[config.mk]
export PLATFORM = sky130hd
export DESIGN_NAME = pid_ctrl
export DESIGN_NICKNAME = d
export VERILOG_FILES = /design/src/pid_controller_antiwindup_top_defines.svh /design/src/pid_pkg.sv /design/src/pid_ctrl.sv
export SDC_FILE = /design/constraint.sdc
export NUM_CORES = 1
export LEC_CHECK = 0
export BUFFER_PORTS_ARGS = -buffer_cell sky130_fd_sc_hd__buf_4
export CAP_MARGIN = 30
export CORE_AREA = 2 2 39 41
export DETAILED_ROUTE_END_ITERATION = 7
export DIE_AREA = 0 0 41 43
export GPL_ROUTABILITY_DRIVEN = 0
export GPL_TIMING_DRIVEN = 1
export PLACE_DENSITY = 0.57
export SETUP_SLACK_MARGIN = 0.1
export SLEW_MARGIN = 20
export SYNTH_ARGS = -nofsm -noshare
export SYNTH_HDL_FRONTEND = slang
export SYNTH_SLANG_ARGS = --single-unit
[constraint.sdc]
create_clock -name clock -period 4.4 [get_ports clock]
set_clock_uncertainty 0.2 [all_clocks]
set_input_delay 0.88 -clock clock [delete_from_list [all_inputs] [get_ports clock]]
set_output_delay 0.88 -clock clock [all_outputs]
set_load 0.02 [all_outputs]
[src/pid_controller_antiwindup_top_defines.svh]
// Assertion macros for the PID controller top level.
// Needs clock and reset in scope where the macros are used.
`ifndef PID_CONTROLLER_ANTIWINDUP_TOP_DEFINES_SVH
`define PID_CONTROLLER_ANTIWINDUP_TOP_DEFINES_SVH

// same-cycle implication
`define PID_ASSERT_NOW(name, ante, cons, msg) \
   name: assert property (@(posedge clock) disable iff (reset) (ante) |-> (cons)) \
      else $error(msg);

// next-cycle implication
`define PID_ASSERT_NEXT(name, ante, cons, msg) \
   name: assert property (@(posedge clock) disable iff (reset) (ante) |=> (cons)) \
      else $error(msg);

`endif

[src/pid_pkg.sv]
// Shared constants and types for the PID controller.
// No dependencies.
package pid_pkg;

   localparam int GAIN_W  = 32;
   localparam int SUM_W   = 32;
   localparam int LIMIT_W = 15;
   localparam int DRIVE_W = 16;
   localparam int TIME_W  = 16;
   localparam int OP_W    = 2;
   localparam int NUM_W   = 80;
   localparam int ADDR_W  = 5;
   localparam int DATA_W  = 32;

   localparam logic [TIME_W-1:0] MS_PER_S = 16'd1000;

   localparam logic [OP_W-1:0] OP_PID  = 2'd0;
   localparam logic [OP_W-1:0] OP_PI   = 2'd1;
   localparam logic [OP_W-1:0] OP_PD   = 2'd2;
   localparam logic [OP_W-1:0] OP_RSVD = 2'd3;

   localparam logic [2:0] REG_KP_ROT   = 3'd0;
   localparam logic [2:0] REG_KI_ROT   = 3'd1;
   localparam logic [2:0] REG_KD_ROT   = 3'd2;
   localparam logic [2:0] REG_KP_TRANS = 3'd3;
   localparam logic [2:0] REG_KI_TRANS = 3'd4;
   localparam logic [2:0] REG_KD_TRANS = 3'd5;
   localparam logic [2:0] REG_LIMIT    = 3'd6;

   localparam logic [GAIN_W-1:0]  GAIN_ROT_RST   = 32'd65536;
   localparam logic [GAIN_W-1:0]  GAIN_TRANS_RST = 32'd0;
   localparam logic [LIMIT_W-1:0] LIMIT_RST      = 15'd1;

   typedef struct packed {
      logic signed [GAIN_W-1:0] kp_rot;
      logic signed [GAIN_W-1:0] ki_rot;
      logic signed [GAIN_W-1:0] kd_rot;
      logic signed [GAIN_W-1:0] kp_trans;
      logic signed [GAIN_W-1:0] ki_trans;
      logic signed [GAIN_W-1:0] kd_trans;
      logic [LIMIT_W-1:0]       drive_limit;
   } pid_csr_type;

   typedef struct packed {
      logic load;
      logic pmul;
      logic imul;
      logic ilo;
      logic ihi;
      logic idiv_go;
      logic icap;
      logic dmul;
      logic dscale;
      logic ddiv_go;
      logic dcap;
      logic finish;
   } pid_cmd_type;

   typedef struct packed {
      logic [OP_W-1:0] op;
      logic            el_zero;
      logic            div_done;
      logic            out_free;
   } pid_sts_type;

endpackage

[src/pid_ctrl.sv]
// Sequencer for the PID datapath: issues one command per step.
// Depends on pid_pkg.
module pid_ctrl import pid_pkg::*; (
   input  logic        clock,
   input  logic        reset,
   input  logic        req_valid,
   output logic        req_ready,
   input  pid_sts_type sts,
   output pid_cmd_type cmd
);
   localparam logic [3:0] S_IDLE   = 4'd0;
   localparam logic [3:0] S_PMUL   = 4'd1;
   localparam logic [3:0] S_IMUL   = 4'd2;
   localparam logic [3:0] S_ILO    = 4'd3;
   localparam logic [3:0] S_IHI    = 4'd4;
   localparam logic [3:0] S_IGO    = 4'd5;
   localparam logic [3:0] S_IWAIT  = 4'd6;
   localparam logic [3:0] S_DMUL   = 4'd7;
   localparam logic [3:0] S_DSCALE = 4'd8;
   localparam logic [3:0] S_DGO    = 4'd9;
   localparam logic [3:0] S_DWAIT  = 4'd10;
   localparam logic [3:0] S_FIN    = 4'd11;

   logic [3:0] state_ff, state_in;

   always_comb begin
      state_in = state_ff;
      cmd      = '0;
      case (state_ff)
         S_IDLE: begin
            if (req_valid) begin
               cmd.load = 1'b1;
               state_in = S_PMUL;
            end
         end
         S_PMUL: begin
            cmd.pmul = 1'b1;
            if (sts.op == OP_RSVD || sts.el_zero) state_in = S_FIN;
            else if (sts.op == OP_PD) state_in = S_DMUL;
            else state_in = S_IMUL;
         end
         S_IMUL: begin
            cmd.imul = 1'b1;
            state_in = S_ILO;
         end
         S_ILO: begin
            cmd.ilo  = 1'b1;
            state_in = S_IHI;
         end
         S_IHI: begin
            cmd.ihi  = 1'b1;
            state_in = S_IGO;
         end
         S_IGO: begin
            cmd.idiv_go = 1'b1;
            state_in    = S_IWAIT;
         end
         S_IWAIT: begin
            if (sts.div_done) begin
               cmd.icap = 1'b1;
               state_in = (sts.op == OP_PI) ? S_FIN : S_DMUL;
            end
         end
         S_DMUL: begin
            cmd.dmul = 1'b1;
            state_in = S_DSCALE;
         end
         S_DSCALE: begin
            cmd.dscale = 1'b1;
            state_in   = S_DGO;
         end
         S_DGO: begin
            cmd.ddiv_go = 1'b1;
            state_in    = S_DWAIT;
         end
         S_DWAIT: begin
            if (sts.div_done) begin
               cmd.dcap = 1'b1;
               state_in = S_FIN;
            end
         end
         S_FIN: begin
            if (sts.out_free) begin
               cmd.finish = 1'b1;
               state_in   = S_IDLE;
            end
         end
         default: state_in = S_IDLE;
      endcase
   end

   always_ff @(posedge clock) begin
      if (reset) state_ff <= S_IDLE;
      else state_ff <= state_in;
   end

   assign req_ready = (state_ff == S_IDLE);
endmodule

==> reports/results.tsv <==
stage	metric	value	unit
finish	layout cells sized above 1	0.321	
detailed_routing	DRC errors left	0	
finish	Biggest register	state_ff	
yosys	register area share after synthesis	0.191	
critical_path	CP max FO	21	
yosys	Synth Cell Area	419	um2
clock_tree	Post-CTS Setup Inserts	0	
sta	PnR worst setup slack	1.79	ns
floorplan	# rows	14	
clock_tree	H-Tree Depth	1	
sta	Final period util	0.594	
finish	synth-to-layout area growth	38.2	%
global_route	vias in the first global route	408	
clock_tree	hold_buf cts	0	
sta	worst slew pin tran	0.703	ns
sta	Final setup viols	0	
global_route	first-pass GRT wire length	1800	um
detailed_routing	Post-Route WL	1160	um
detailed_routing	WL/cell	12.0	um
critical_path	CP Class	register to output port	
flow_run	# Max-Cap Violations	0	
sta	Fin. Hold Viols	0	
floorplan	die area	1760	um2
yosys	Post-synth top cells	7 x nor2_1, 7 x nor3_1, 6 x nand2_1	
clock_tree	clk buf depth	2	
detailed_routing	router iterations before antenna repair	3	
detailed_routing	1st-iter DRT viols	6	
yosys	Synth area leader	dfxtp_1	
finish	ant diodes	0	
yosys	Synth top area share	0.191	
floorplan	Chip Height	43	um
sta	hold_ws	0.493	ns
yosys	Cells after Synth	64	
yosys	Yosys reg bits	4	
power_and_ir_drop	Worst IR Drop VDD	0.206	mV
critical_path	Crit. End Element	output port	
clock_tree	Clk Latency, worst-skew pair	0.23	ns
detailed_routing	DR vias	513	
finish	fin area	579	um2
critical_path	CP Launch Type	register	
global_route	initial antenna violation count	0	
detailed_routing	Vias/cell	5.29	
yosys	Avg Cell Area, Syn	6.55	um2
clock_tree	clock sink count	4	
yosys	Top FF cell, synth	dfxtp_1	
yosys	Syn Nets	72	
clock_tree	post-cts gate resize count	0	
place	Post-DP HPWL	820	um
finish	max reg flops	4	
clock_tree	clock slew at reported path FFs	0.04	ns
sta	fmax	383	MHz
power_and_ir_drop	leakage	0.254	nW
floorplan	Core Region	1380	um2
clock_tree	CTS Buf Count	3	
finish	# nets final	91	
sta	Slew Limit Fails	0	
finish	largest registers	state_ff (4)	
clock_tree	CTS root buffer	clkbuf_4	
power_and_ir_drop	power density cells	664	nW/um2
place	port bufs	20	
critical_path	CP required	3.32	ns
yosys	number of flops mapped to enable cells by yosys	0	
yosys	Async SR Flop Fraction	0	
worst_hold_path	hold crit path type	register to register	
sta	Slew headroom	0.530	
floorplan	Die W	41	um
global_route	total track usage	0.145	
place	Place WS	1.88	ns
floorplan	starting density of the core	0.303	
critical_path	Arrival @ worst endpoint	1.53	ns
sta	setup TNS	0	ns
clock_tree	CTS tree	yes	
floorplan	I/O Pins	21	
yosys	Yosys warnings	0	
global_route	largest net degree at the start of global routing	22	
sta	RSZ-0062 raised after global routing	no	
detailed_routing	Final ANT Viol Nets	0	
yosys	synth top area cells	dfxtp_1 19%, nor3_1 8.4%, nor2_1 6.3%	
yosys	post-synthesis cell type count	28	
status	status	complete, no violations	
global_route	Overflow after GRT	0	
place	placement-stage cell area	557	um2
sta	Tmin final	2.61	ns
-- logic make-up after synthesis --
group                     synth area share
and+or+nand+nor                      0.403
AOI/OAI and AO/OA                    0.263
buffers and inverters                0.122
DFF                                  0.191
xor gates and xnor gates            0.0209
-- path summary, 6_finish.rpt --
kind          startpoint           to  slack (ns)  cells past startpoint
max          state_ff[0]       cmd[0]        1.79                      3
min          state_ff[2]  state_ff[2]        0.49                      2
max reg2reg  state_ff[0]  state_ff[3]        2.43                      5
min reg2reg  state_ff[2]  state_ff[2]        0.49                      2
-- critical path: stages, from the launching register on --
cell and delay [ns]:
dfxtp_1 0.76, nand2_1 0.17, nor3_1 0.20, buf_4 0.17
-- power by group --
part           internal [mW]  total, mW  switching [mW]
sequential            0.0512      0.108          0.0565
clock                 0.0304     0.0444          0.0140
combinational          0.105      0.233           0.127
-- placed cells by master, fill, tap and decap left out, types with 2 or more instances in the layout --
| cell | n |
|---|---|
| a211oi_1 | 2 |
| dfxtp_1 | 4 |
| inv_1 | 5 |
| or3_1 | 2 |
| nor4_1 | 3 |
| o31ai_1 | 2 |
| nand2_1 | 6 |
| nand2b_1 | 2 |
| o21ai_0 | 2 |
| buf_4 | 20 |
| nor3_1 | 7 |
| nor2_1 | 7 |
| a21oi_1 | 5 |
| clkbuf_4 | 3 |
-- per-layer routing --
layer | wire (um) | vias up | global-route usage
met3 | 42 | 0 | 0.0471
met5 | 0 | - | 0
li1 | - | 269 | -
met1 | 573 | 236 | 0.208
met2 | 545 | 8 | 0.203
met4 | 0 | 0 | 0.0400
-- stage by stage --
stage	instances	utilization	power, mW
final	97	0.419	0.385
after global routing	97	0.419	0.421
after CTS	97	0.419	0.388
after detailed placement	94	0.402	0.341
after global placement	94	0.402	0.344
after floorplan	64	-	0.274
-- cell type report --
type,instances,area [um2]
sequential,4,80.1
inverter,5,18.8
timing repair buffer,20,150
clock buffer,3,22.5
tap,16,20.0
multi-input combinational,49,288
fill,156,805
(Power assumes the default switching activity.)
