<file path="src/pid_controller_antiwindup_top_defines.svh">
// Assertion macros for the PID controller top level.
// Needs clock and reset in scope where the macros are used.
`ifndef PID_CONTROLLER_ANTIWINDUP_TOP_DEFINES_SVH
`define PID_CONTROLLER_ANTIWINDUP_TOP_DEFINES_SVH

// same-cycle implication
`define PID_ASSERT_NOW(name, ante, cons, msg) \
   name: assert property (@(posedge clock) disable iff (reset) (ante) |-> (cons)) \
      else $error(msg);

// next-cycle implication
`define PID_ASSERT_NEXT(name, ante, cons, msg) \
   name: assert property (@(posedge clock) disable iff (reset) (ante) |=> (cons)) \
      else $error(msg);

`endif

</file>
<file path="src/pid_pkg.sv">
// Shared constants and types for the PID controller.
// No dependencies.
package pid_pkg;

   localparam int GAIN_W  = 32;
   localparam int SUM_W   = 32;
   localparam int LIMIT_W = 15;
   localparam int DRIVE_W = 16;
   localparam int TIME_W  = 16;
   localparam int OP_W    = 2;
   localparam int NUM_W   = 80;
   localparam int ADDR_W  = 5;
   localparam int DATA_W  = 32;

   localparam logic [TIME_W-1:0] MS_PER_S = 16'd1000;

   localparam logic [OP_W-1:0] OP_PID  = 2'd0;
   localparam logic [OP_W-1:0] OP_PI   = 2'd1;
   localparam logic [OP_W-1:0] OP_PD   = 2'd2;
   localparam logic [OP_W-1:0] OP_RSVD = 2'd3;

   localparam logic [2:0] REG_KP_ROT   = 3'd0;
   localparam logic [2:0] REG_KI_ROT   = 3'd1;
   localparam logic [2:0] REG_KD_ROT   = 3'd2;
   localparam logic [2:0] REG_KP_TRANS = 3'd3;
   localparam logic [2:0] REG_KI_TRANS = 3'd4;
   localparam logic [2:0] REG_KD_TRANS = 3'd5;
   localparam logic [2:0] REG_LIMIT    = 3'd6;

   localparam logic [GAIN_W-1:0]  GAIN_ROT_RST   = 32'd65536;
   localparam logic [GAIN_W-1:0]  GAIN_TRANS_RST = 32'd0;
   localparam logic [LIMIT_W-1:0] LIMIT_RST      = 15'd1;

   typedef struct packed {
      logic signed [GAIN_W-1:0] kp_rot;
      logic signed [GAIN_W-1:0] ki_rot;
      logic signed [GAIN_W-1:0] kd_rot;
      logic signed [GAIN_W-1:0] kp_trans;
      logic signed [GAIN_W-1:0] ki_trans;
      logic signed [GAIN_W-1:0] kd_trans;
      logic [LIMIT_W-1:0]       drive_limit;
   } pid_csr_type;

   typedef struct packed {
      logic load;
      logic pmul;
      logic imul;
      logic ilo;
      logic ihi;
      logic idiv_go;
      logic icap;
      logic dmul;
      logic dscale;
      logic ddiv_go;
      logic dcap;
      logic finish;
   } pid_cmd_type;

   typedef struct packed {
      logic [OP_W-1:0] op;
      logic            el_zero;
      logic            div_done;
      logic            out_free;
   } pid_sts_type;

endpackage

</file>
<file path="src/pid_div.sv">
// Radix-4 restoring divider, two quotient bits per cycle, saturation precheck.
// Depends on nothing outside this file.
module pid_div #(
   parameter int NUM_W = 80,
   parameter int QUO_W = 48
) (
   input  logic             clock,
   input  logic             reset,
   input  logic             start,
   input  logic [NUM_W-1:0] num,
   input  logic [15:0]      den,
   output logic             done,
   output logic             sat,
   output logic [QUO_W-1:0] quot
);
   localparam int STEPS = QUO_W / 2;
   localparam int CNT_W = $clog2(STEPS + 1);
   localparam int HI_W  = NUM_W - QUO_W;

   logic [15:0]      rem_ff, rem_in;
   logic [QUO_W-1:0] quo_ff, quo_in;
   logic [15:0]      den_ff, den_in;
   logic [CNT_W-1:0] cnt_ff, cnt_in;
   logic             busy_ff, busy_in;
   logic             done_ff, done_in;
   logic             sat_ff, sat_in;

   logic [HI_W-1:0] hi;
   logic            hi_ge;
   logic [16:0]     t1, t2, r1, r2;
   logic            ge1, ge2;

   always_comb begin
      hi    = num[NUM_W-1:QUO_W];
      hi_ge = hi >= HI_W'(den);
      t1    = {rem_ff, quo_ff[QUO_W-1]};
      ge1   = t1 >= {1'b0, den_ff};
      r1    = ge1 ? t1 - {1'b0, den_ff} : t1;
      t2    = {r1[15:0], quo_ff[QUO_W-2]};
      ge2   = t2 >= {1'b0, den_ff};
      r2    = ge2 ? t2 - {1'b0, den_ff} : t2;

      rem_in  = rem_ff;
      quo_in  = quo_ff;
      den_in  = den_ff;
      cnt_in  = cnt_ff;
      busy_in = busy_ff;
      sat_in  = sat_ff;
      done_in = 1'b0;
      if (start) begin
         den_in = den;
         if (hi_ge) begin
            sat_in  = 1'b1;
            done_in = 1'b1;
            busy_in = 1'b0;
         end else begin
            sat_in  = 1'b0;
            rem_in  = hi[15:0];
            quo_in  = num[QUO_W-1:0];
            cnt_in  = CNT_W'(STEPS);
            busy_in = 1'b1;
         end
      end else if (busy_ff) begin
         rem_in = r2[15:0];
         quo_in = {quo_ff[QUO_W-3:0], ge1, ge2};
         cnt_in = cnt_ff - 1'b1;
         if (cnt_ff == CNT_W'(1)) begin
            busy_in = 1'b0;
            done_in = 1'b1;
         end
      end
   end

   always_ff @(posedge clock) begin
      if (reset) begin
         busy_ff <= 1'b0;
         done_ff <= 1'b0;
      end else begin
         busy_ff <= busy_in;
         done_ff <= done_in;
      end
      rem_ff <= rem_in;
      quo_ff <= quo_in;
      den_ff <= den_in;
      cnt_ff <= cnt_in;
      sat_ff <= sat_in;
   end

   assign done = done_ff;
   assign sat  = sat_ff;
   assign quot = quo_ff;
endmodule

</file>
<file path="src/pid_dp.sv">
// PID datapath: shared multiplier, divider, term assembly, clamps and state.
// Depends on pid_pkg and pid_div.
module pid_dp import pid_pkg::*; #(
   parameter int ERROR_WIDTH    = 16,
   parameter int GAIN_FRAC_BITS = 16
) (
   input  logic                          clock,
   input  logic                          reset,
   input  pid_cmd_type                   cmd,
   output pid_sts_type                   sts,
   input  pid_csr_type                   csr,
   input  logic [OP_W-1:0]               op,
   input  logic                          gain_set,
   input  logic signed [ERROR_WIDTH-1:0] error_in,
   input  logic [TIME_W-1:0]             elapsed_ms,
   input  logic [LIMIT_W-1:0]            pi_limit,
   output logic                          rsp_valid,
   input  logic                          rsp_ready,
   output logic signed [DRIVE_W-1:0]     drive,
   output logic                          integral_clamped,
   output logic                          output_clamped,
   output logic                          no_time
);
   localparam int EW     = ERROR_WIDTH;
   localparam int DIFF_W = EW + 1;
   localparam int CAP_W  = 31 + GAIN_FRAC_BITS;
   localparam int QUO_W  = ((CAP_W + 2) / 2) * 2;
   localparam int TOT_W  = CAP_W + 3;
   localparam int DMAG_W = TOT_W - GAIN_FRAC_BITS;
   localparam logic [CAP_W-1:0] CAP = {CAP_W{1'b1}};

   logic [OP_W-1:0]          op_ff, op_in;
   logic signed [EW-1:0]     e_ff, e_in;
   logic [TIME_W-1:0]        el_ff, el_in;
   logic [LIMIT_W-1:0]       lim_ff, lim_in;
   logic signed [GAIN_W-1:0] kp_ff, kp_in, ki_ff, ki_in, kd_ff, kd_in;
   logic [CAP_W-1:0]         p_ff, p_in, i_ff, i_in, d_ff, d_in;
   logic [63:0]              m_ff, m_in;
   logic [NUM_W-1:0]         x_ff, x_in;
   logic signed [SUM_W-1:0]  sum_ff, sum_in;
   logic signed [EW-1:0]     prev_ff, prev_in;
   logic                     rv_ff, rv_in;
   logic [DRIVE_W-1:0]       drive_ff, drive_in;
   logic                     icl_ff, icl_in, ocl_ff, ocl_in, nt_ff, nt_in;

   logic [GAIN_W-1:0]        kp_mag, ki_mag, kd_mag, sum_mag;
   logic [EW-1:0]            e_mag;
   logic signed [DIFF_W-1:0] diff;
   logic [DIFF_W-1:0]        diff_mag;
   logic [31:0]              mul_a;
   logic [32:0]              mul_b;
   logic [64:0]              prod;
   logic                     div_start, div_done, div_sat;
   logic [QUO_W-1:0]         quot;
   logic [CAP_W-1:0]         quo_term;
   logic [TIME_W-1:0]        div_den;

   logic signed [TOT_W-1:0]  p_t, i_t, d_t, limq_t, i_use, total;
   logic [TOT_W-1:0]         tot_mag;
   logic [DMAG_W-1:0]        dmag;
   logic [LIMIT_W-1:0]       dclamp;
   logic [DRIVE_W-1:0]       dwide;
   logic                     icl, ocl, e_nonneg, e_nonpos, out_free;
   logic signed [SUM_W:0]    s_wide;
   logic signed [SUM_W-1:0]  s_sat;

   always_comb begin
      kp_mag   = kp_ff[GAIN_W-1] ? GAIN_W'(-kp_ff) : GAIN_W'(kp_ff);
      ki_mag   = ki_ff[GAIN_W-1] ? GAIN_W'(-ki_ff) : GAIN_W'(ki_ff);
      kd_mag   = kd_ff[GAIN_W-1] ? GAIN_W'(-kd_ff) : GAIN_W'(kd_ff);
      sum_mag  = sum_ff[SUM_W-1] ? SUM_W'(-sum_ff) : SUM_W'(sum_ff);
      e_mag    = e_ff[EW-1] ? EW'(-e_ff) : EW'(e_ff);
      diff     = DIFF_W'(e_ff) - DIFF_W'(prev_ff);
      diff_mag = diff[DIFF_W-1] ? DIFF_W'(-diff) : DIFF_W'(diff);

      mul_a = '0;
      mul_b = '0;
      if (cmd.pmul) begin
         mul_a = kp_mag;
         mul_b = 33'(e_mag);
      end else if (cmd.imul) begin
         mul_a = sum_mag;
         mul_b = 33'(ki_mag);
      end else if (cmd.ilo) begin
         mul_a = m_ff[31:0];
         mul_b = 33'(el_ff);
      end else if (cmd.ihi) begin
         mul_a = m_ff[63:32];
         mul_b = 33'(el_ff);
      end else if (cmd.dmul) begin
         mul_a = kd_mag;
         mul_b = 33'(diff_mag);
      end
      prod = {33'd0, mul_a} * {32'd0, mul_b};
   end

   assign div_start = cmd.idiv_go | cmd.ddiv_go;
   assign div_den   = cmd.idiv_go ? MS_PER_S : el_ff;

   pid_div #(.NUM_W(NUM_W), .QUO_W(QUO_W)) u_div (
      .clock(clock),
      .reset(reset),
      .start(div_start),
      .num  (x_ff),
      .den  (div_den),
      .done (div_done),
      .sat  (div_sat),
      .quot (quot)
   );

   assign quo_term = (div_sat || quot[QUO_W-1:CAP_W] != '0) ? CAP : quot[CAP_W-1:0];

   // term assembly, clamps and saturated error sum for the finishing step
   always_comb begin
      p_t = (kp_ff[GAIN_W-1] != e_ff[EW-1]) ? -$signed(TOT_W'(p_ff)) : $signed(TOT_W'(p_ff));
      i_t = (sum_ff[SUM_W-1] != ki_ff[GAIN_W-1]) ? -$signed(TOT_W'(i_ff))
                                                 : $signed(TOT_W'(i_ff));
      d_t = (diff[DIFF_W-1] != kd_ff[GAIN_W-1]) ? -$signed(TOT_W'(d_ff))
                                                : $signed(TOT_W'(d_ff));
      limq_t   = $signed(TOT_W'(lim_ff)) <<< GAIN_FRAC_BITS;
      e_nonneg = !e_ff[EW-1];
      e_nonpos = e_ff[EW-1] || (e_ff == '0);
      icl      = 1'b0;
      i_use    = i_t;
      if (op_ff == OP_PD) begin
         i_use = '0;
      end else if (i_t >= limq_t && e_nonneg) begin
         i_use = limq_t;
         icl   = 1'b1;
      end else if (i_t <= -limq_t && e_nonpos) begin
         i_use = -limq_t;
         icl   = 1'b1;
      end
      total   = p_t + i_use + d_t;
      tot_mag = total[TOT_W-1] ? TOT_W'(-total) : TOT_W'(total);
      dmag    = tot_mag[TOT_W-1:GAIN_FRAC_BITS];
      ocl     = dmag > DMAG_W'(lim_ff);
      dclamp  = ocl ? lim_ff : dmag[LIMIT_W-1:0];
      dwide   = {1'b0, dclamp};

      s_wide = (SUM_W+1)'(sum_ff) + (SUM_W+1)'(e_ff);
      if (s_wide[SUM_W] != s_wide[SUM_W-1])
         s_sat = s_wide[SUM_W] ? {1'b1, {(SUM_W-1){1'b0}}} : {1'b0, {(SUM_W-1){1'b1}}};
      else
         s_sat = s_wide[SUM_W-1:0];
   end

   assign out_free = !rv_ff || rsp_ready;

   always_comb begin
      op_in    = op_ff;
      e_in     = e_ff;
      el_in    = el_ff;
      lim_in   = lim_ff;
      kp_in    = kp_ff;
      ki_in    = ki_ff;
      kd_in    = kd_ff;
      p_in     = p_ff;
      i_in     = i_ff;
      d_in     = d_ff;
      m_in     = m_ff;
      x_in     = x_ff;
      sum_in   = sum_ff;
      prev_in  = prev_ff;
      drive_in = drive_ff;
      icl_in   = icl_ff;
      ocl_in   = ocl_ff;
      nt_in    = nt_ff;
      rv_in    = rv_ff && !rsp_ready;
      if (cmd.load) begin
         op_in  = op;
         e_in   = error_in;
         el_in  = elapsed_ms;
         lim_in = (op == OP_PI) ? pi_limit : csr.drive_limit;
         kp_in  = gain_set ? csr.kp_trans : csr.kp_rot;
         ki_in  = gain_set ? csr.ki_trans : csr.ki_rot;
         kd_in  = gain_set ? csr.kd_trans : csr.kd_rot;
         i_in   = '0;
         d_in   = '0;
      end
      if (cmd.pmul) p_in = (prod[64:CAP_W] != '0) ? CAP : prod[CAP_W-1:0];
      if (cmd.imul || cmd.dmul) m_in = prod[63:0];
      if (cmd.ilo) x_in = NUM_W'(prod);
      if (cmd.ihi) x_in = x_ff + NUM_W'({prod, 32'd0});
      if (cmd.dscale) x_in = (NUM_W'(m_ff) << 10) - (NUM_W'(m_ff) << 4) - (NUM_W'(m_ff) << 3);
      if (cmd.icap) i_in = quo_term;
      if (cmd.dcap) d_in = quo_term;
      if (cmd.finish) begin
         rv_in = 1'b1;
         if (op_ff == OP_RSVD) begin
            drive_in = '0;
            icl_in   = 1'b0;
            ocl_in   = 1'b0;
            nt_in    = 1'b0;
         end else begin
            drive_in = total[TOT_W-1] ? DRIVE_W'(-dwide) : dwide;
            icl_in   = icl;
            ocl_in   = ocl;
            nt_in    = (op_ff != OP_PI) && (el_ff == '0);
            prev_in  = e_ff;
            if (op_ff != OP_PD && !icl) sum_in = s_sat;
         end
      end
   end

   always_ff @(posedge clock) begin
      if (reset) begin
         sum_ff  <= '0;
         prev_ff <= '0;
         rv_ff   <= 1'b0;
      end else begin
         sum_ff  <= sum_in;
         prev_ff <= prev_in;
         rv_ff   <= rv_in;
      end
      op_ff    <= op_in;
      e_ff     <= e_in;
      el_ff    <= el_in;
      lim_ff   <= lim_in;
      kp_ff    <= kp_in;
      ki_ff    <= ki_in;
      kd_ff    <= kd_in;
      p_ff     <= p_in;
      i_ff     <= i_in;
      d_ff     <= d_in;
      m_ff     <= m_in;
      x_ff     <= x_in;
      drive_ff <= drive_in;
      icl_ff   <= icl_in;
      ocl_ff   <= ocl_in;
      nt_ff    <= nt_in;
   end

   assign sts.op       = op_ff;
   assign sts.el_zero  = (el_ff == '0);
   assign sts.div_done = div_done;
   assign sts.out_free = out_free;

   assign rsp_valid        = rv_ff;
   assign drive            = $signed(drive_ff);
   assign integral_clamped = icl_ff;
   assign output_clamped   = ocl_ff;
   assign no_time          = nt_ff;
endmodule
</file>
<file path="config.mk">
export PLATFORM = sky130hd
export DESIGN_NAME = pid_dp
export DESIGN_NICKNAME = d
export VERILOG_FILES = /design/src/pid_controller_antiwindup_top_defines.svh /design/src/pid_pkg.sv /design/src/pid_div.sv /design/src/pid_dp.sv
export SDC_FILE = /design/constraint.sdc
export NUM_CORES = 2
export LEC_CHECK = 0
export BUFFER_PORTS_ARGS = -buffer_cell sky130_fd_sc_hd__buf_2
export CAP_MARGIN = 25
export CORE_UTILIZATION = 50
export DETAILED_ROUTE_END_ITERATION = 7
export PLACE_DENSITY = 0.69
export SYNTH_ARGS = -nofsm -noshare
export SYNTH_HDL_FRONTEND = slang
export SYNTH_SLANG_ARGS = --single-unit
</file>
<file path="constraint.sdc">
create_clock -name clock -period 13.15 [get_ports clock]
set_input_delay 0.6575 -clock clock [delete_from_list [all_inputs] [get_ports clock]]
set_output_delay 0.6575 -clock clock [all_outputs]
set_load 0.02 [all_outputs]
</file>
==> impl_metrics.xml <==
<?xml version="1.0" encoding="UTF-8"?>
<metrics>
  <group name="timing">
    <metric name="fmax" unit="MHz">76.3</metric>
    <metric name="finalHoldWorstSlack" unit="ns">0.112</metric>
    <metric name="finalClockSkew" unit="ns">0.0522</metric>
    <metric name="final.min_clock_period" unit="ns">13.11</metric>
    <metric name="slew_headroom" unit="%">27.1</metric>
    <metric name="worst_max_slew_pin_slew" unit="ns">1.09</metric>
    <metric name="maxSlewViolCount" unit="">0</metric>
    <metric name="setup-tns-final" unit="ns">0</metric>
    <metric name="final-setup-viol-count" unit="">0</metric>
    <metric name="final.period_utilization" unit="%">99.7</metric>
    <metric name="rsz0062_at_grt" unit="">true</metric>
    <metric name="finalHoldViolations" unit="">0</metric>
  </group>
  <group name="grt">
    <metric name="initial_antenna_violation_count" unit="">21</metric>
    <metric name="track_usage" unit="%">38.6</metric>
    <metric name="grt_pass1_vias" unit="">77400</metric>
    <metric name="largest_net_degree_at_the_start_of_global_routing" unit="">100</metric>
    <metric name="grt.overflow.total" unit="">0</metric>
    <metric name="grt_pass1_wl" unit="um">487000</metric>
  </group>
  <group name="synth">
    <metric name="synth.yosys.warnings" unit="">0</metric>
    <metric name="synth_enable_flop_cells" unit="">535</metric>
    <metric name="synth.top_cell.area_share" unit="%">22.5</metric>
    <metric name="synth.yosys.seq_area_share" unit="%">20.2</metric>
    <metric name="ys_top_cells_by_area" unit="">sky130_fd_sc_hd__fa_1, sky130_fd_sc_hd__edfxtp_1, sky130_fd_sc_hd__ha_1, sky130_fd_sc_hd__inv_1, sky130_fd_sc_hd__nand2_1</metric>
    <metric name="post_synth_inst_count" unit="">9663</metric>
    <metric name="synth.lib_cells_used.distinct" unit="">104</metric>
    <metric name="synth.most_common_cell" unit="">sky130_fd_sc_hd__inv_1</metric>
    <metric name="netlist_top_cells_count" unit="">sky130_fd_sc_hd__inv_1, sky130_fd_sc_hd__nand2_1, sky130_fd_sc_hd__fa_1</metric>
    <metric name="synth.cell_area" unit="mm2">0.0847</metric>
    <metric name="async_flop_share" unit="%">0</metric>
    <metric name="total_nets_after_synthesis" unit="">11500</metric>
    <metric name="synth_top_flop_cell" unit="">sky130_fd_sc_hd__edfxtp_1</metric>
    <metric name="mean_instance_size_in_the_synthesized_netlist" unit="um2">8.77</metric>
    <metric name="synth_seq_cells" unit="">586</metric>
    <metric name="synth_largest_area_cell" unit="">sky130_fd_sc_hd__fa_1</metric>
  </group>
  <group name="critical_path">
    <metric name="critical_path_required" unit="ns">13.62</metric>
    <metric name="crit_arrival" unit="ns">13.58</metric>
    <metric name="timing.critical_path.to_type" unit="">register</metric>
    <metric name="worstSetupStartpoint" unit="">e_ff[2]</metric>
    <metric name="worstSetupStartpointType" unit="">register</metric>
    <metric name="cpPeakStageDelay" unit="ns">0.55</metric>
    <metric name="most_frequent_cp_cell" unit="">sky130_fd_sc_hd__fa_1</metric>
    <metric name="critical_path.max_fanout" unit="">5</metric>
    <metric name="reg2reg_depth" unit="">60</metric>
    <metric name="critical_path_class" unit="">register to register</metric>
    <metric name="slowest_stage" unit="">sky130_fd_sc_hd__fa_1</metric>
    <metric name="rr_startpoint" unit="">e_ff[2]</metric>
  </group>
  <group name="floorplan">
    <metric name="placement_rows" unit="">150</metric>
    <metric name="dieHeight" unit="um">414</metric>
    <metric name="floorplan.io_pins" unit="">297</metric>
    <metric name="design.core.area" unit="mm2">0.168</metric>
    <metric name="design.die.area" unit="mm2">0.171</metric>
    <metric name="initial_core_util" unit="%">50.5</metric>
    <metric name="die_width" unit="um">414</metric>
  </group>
  <group name="worst_hold_path">
    <metric name="holdCritPathClass" unit="">input port to register</metric>
    <metric name="startpoint_of_the_tightest_hold_check_path" unit="">error_in[0]</metric>
    <metric name="hold_depth" unit="">1</metric>
  </group>
  <group name="placement">
    <metric name="gp_congestion" unit="">1.10</metric>
    <metric name="io_buffers" unit="">296</metric>
    <metric name="detailed_place_hpwl" unit="um">278000</metric>
    <metric name="place.detailed.instances" unit="">12900</metric>
  </group>
  <group name="finish">
    <metric name="syn_to_final_growth" unit="%">20.7</metric>
    <metric name="fillCellCount" unit="">14600</metric>
    <metric name="final_net_count" unit="">12800</metric>
    <metric name="layout.cells.non_filler" unit="">13100</metric>
    <metric name="post_route_cells_drive_above_1_share" unit="%">20.5</metric>
    <metric name="fin_util" unit="%">60.9</metric>
  </group>
  <group name="drt">
    <metric name="detailedRoute.firstPassIterationCount" unit="">6</metric>
    <metric name="dr_total_vias" unit="">77500</metric>
    <metric name="totalWireLength" unit="um">335000</metric>
    <metric name="drt-vias-per-instance" unit="">5.89</metric>
    <metric name="detail_route.wl_per_cell" unit="um">25.5</metric>
    <metric name="ant_nets" unit="">0</metric>
    <metric name="drt_iter0_drc" unit="">7002</metric>
    <metric name="route.detailed.drc" unit="">0</metric>
  </group>
  <group name="clock_network">
    <metric name="cts.root.buffer_cell" unit="">sky130_fd_sc_hd__clkbuf_16</metric>
    <metric name="tritoncts" unit="">done</metric>
    <metric name="cts_hold_buf" unit="">0</metric>
    <metric name="cts_made_buffers" unit="">71</metric>
    <metric name="htree_num_levels" unit="">3</metric>
    <metric name="worstSkewPairLatency" unit="ns">0.73</metric>
    <metric name="path_clk_slew" unit="ns">0.06</metric>
    <metric name="clock-sinks" unit="">586</metric>
    <metric name="number_of_buffers_on_the_longest_clock_path" unit="">3</metric>
  </group>
  <group name="job">
    <metric name="max_cap_violations" unit="">0</metric>
  </group>
  <group name="run_status">
    <metric name="outcome" unit="">completed</metric>
  </group>
</metrics>
[flip-flops by register name (all words and copies together) (netlist names), 47 cells and up]
signal,cells
d_ff,47
i_ff,47
m_ff,64
p_ff,47
u_div.quot,48
x_ff,80
[worst max-delay path: cells and delay by family, from the launching register on]
family | cells | cell delay [ns]
flip-flops | 1 | 0.44
adder cells (fa/ha/maj) | 11 | 4.85
AND/OR/NAND/NOR | 13 | 2.06
XOR/XNOR | 4 | 0.51
buffers and inverters | 16 | 1.94
AO/OA/AOI/OAI | 16 | 3.04
[placed cells by master (no fill, tap or decap), drive strengths merged, types with 165 or more instances in the layout]
cell type	synthesis	final
o21a	165	165
nor2	811	811
xor2	248	248
a21oi	505	505
inv	1303	1305
nand2	1213	1213
edfxtp	535	535
xnor2	395	395
ha	662	662
a21o	227	227
buf	34	1540
fa	952	952
o21ai	409	409
[what timing repair did]
action,CTS,global route
setup endpoints to repair,97,75
resized for setup,118,336
gates cloned,2,7
pin swaps,47,232
setup buffers,15,51
[final timing paths]
path	slack (ns)	to
max	0.04	x_ff[76]
min	0.11	e_ff[0]
max reg2reg	0.04	x_ff[76]
min reg2reg	0.45	prev_ff[3]
[metal layers]
metal	GRT usage, %	wire length (um)
met1	44.9	121000
met3	7.85	28300
met4	30.4	32600
met5	0	91
met2	62.4	153000
[metrics by stage]
step | cell area (um2) | worst slack, ns
floorplan | 84800 | 0.0810
global placement | 97000 | -1.30
detailed placement | 97100 | -1.39
CTS | 100000 | -0.00584
global route | 102000 | -0.366
finish | 102000 | 0.0411
[logic make-up (layout without fill, tap and decap cells)]
logic type               count (synthesis)  after routing  synth area share (%)
multiplexers                           181            181                  2.34
flip-flops                             586            586                  20.2
adder cells (fa/ha/maj)               1627           1627                  32.4
AO/OA/AOI/OAI                         1913           1913                  14.6
XOR/XNOR                               643            643                  6.69
other                                    0             18                     0
AND/OR/NAND/NOR                       2989           2989                  16.1
buffers and inverters                 1724           2979                  7.67
[final cells by class]
cell class,count,area [um2],area share (%)
sequential,586,17100,16.7
clock inverter,40,427,0.417
timing repair buffer,1546,11900,11.6
tap,2204,2760,2.70
multi-input combinational,7353,63300,61.9
inverter,1307,4910,4.80
antenna,18,45.0,0.0440
clock buffer,86,1850,1.81
Power is left out: the tool's default activity adds up to more than one toggle a clock period on the data nets, which glitch-free logic cannot reach.
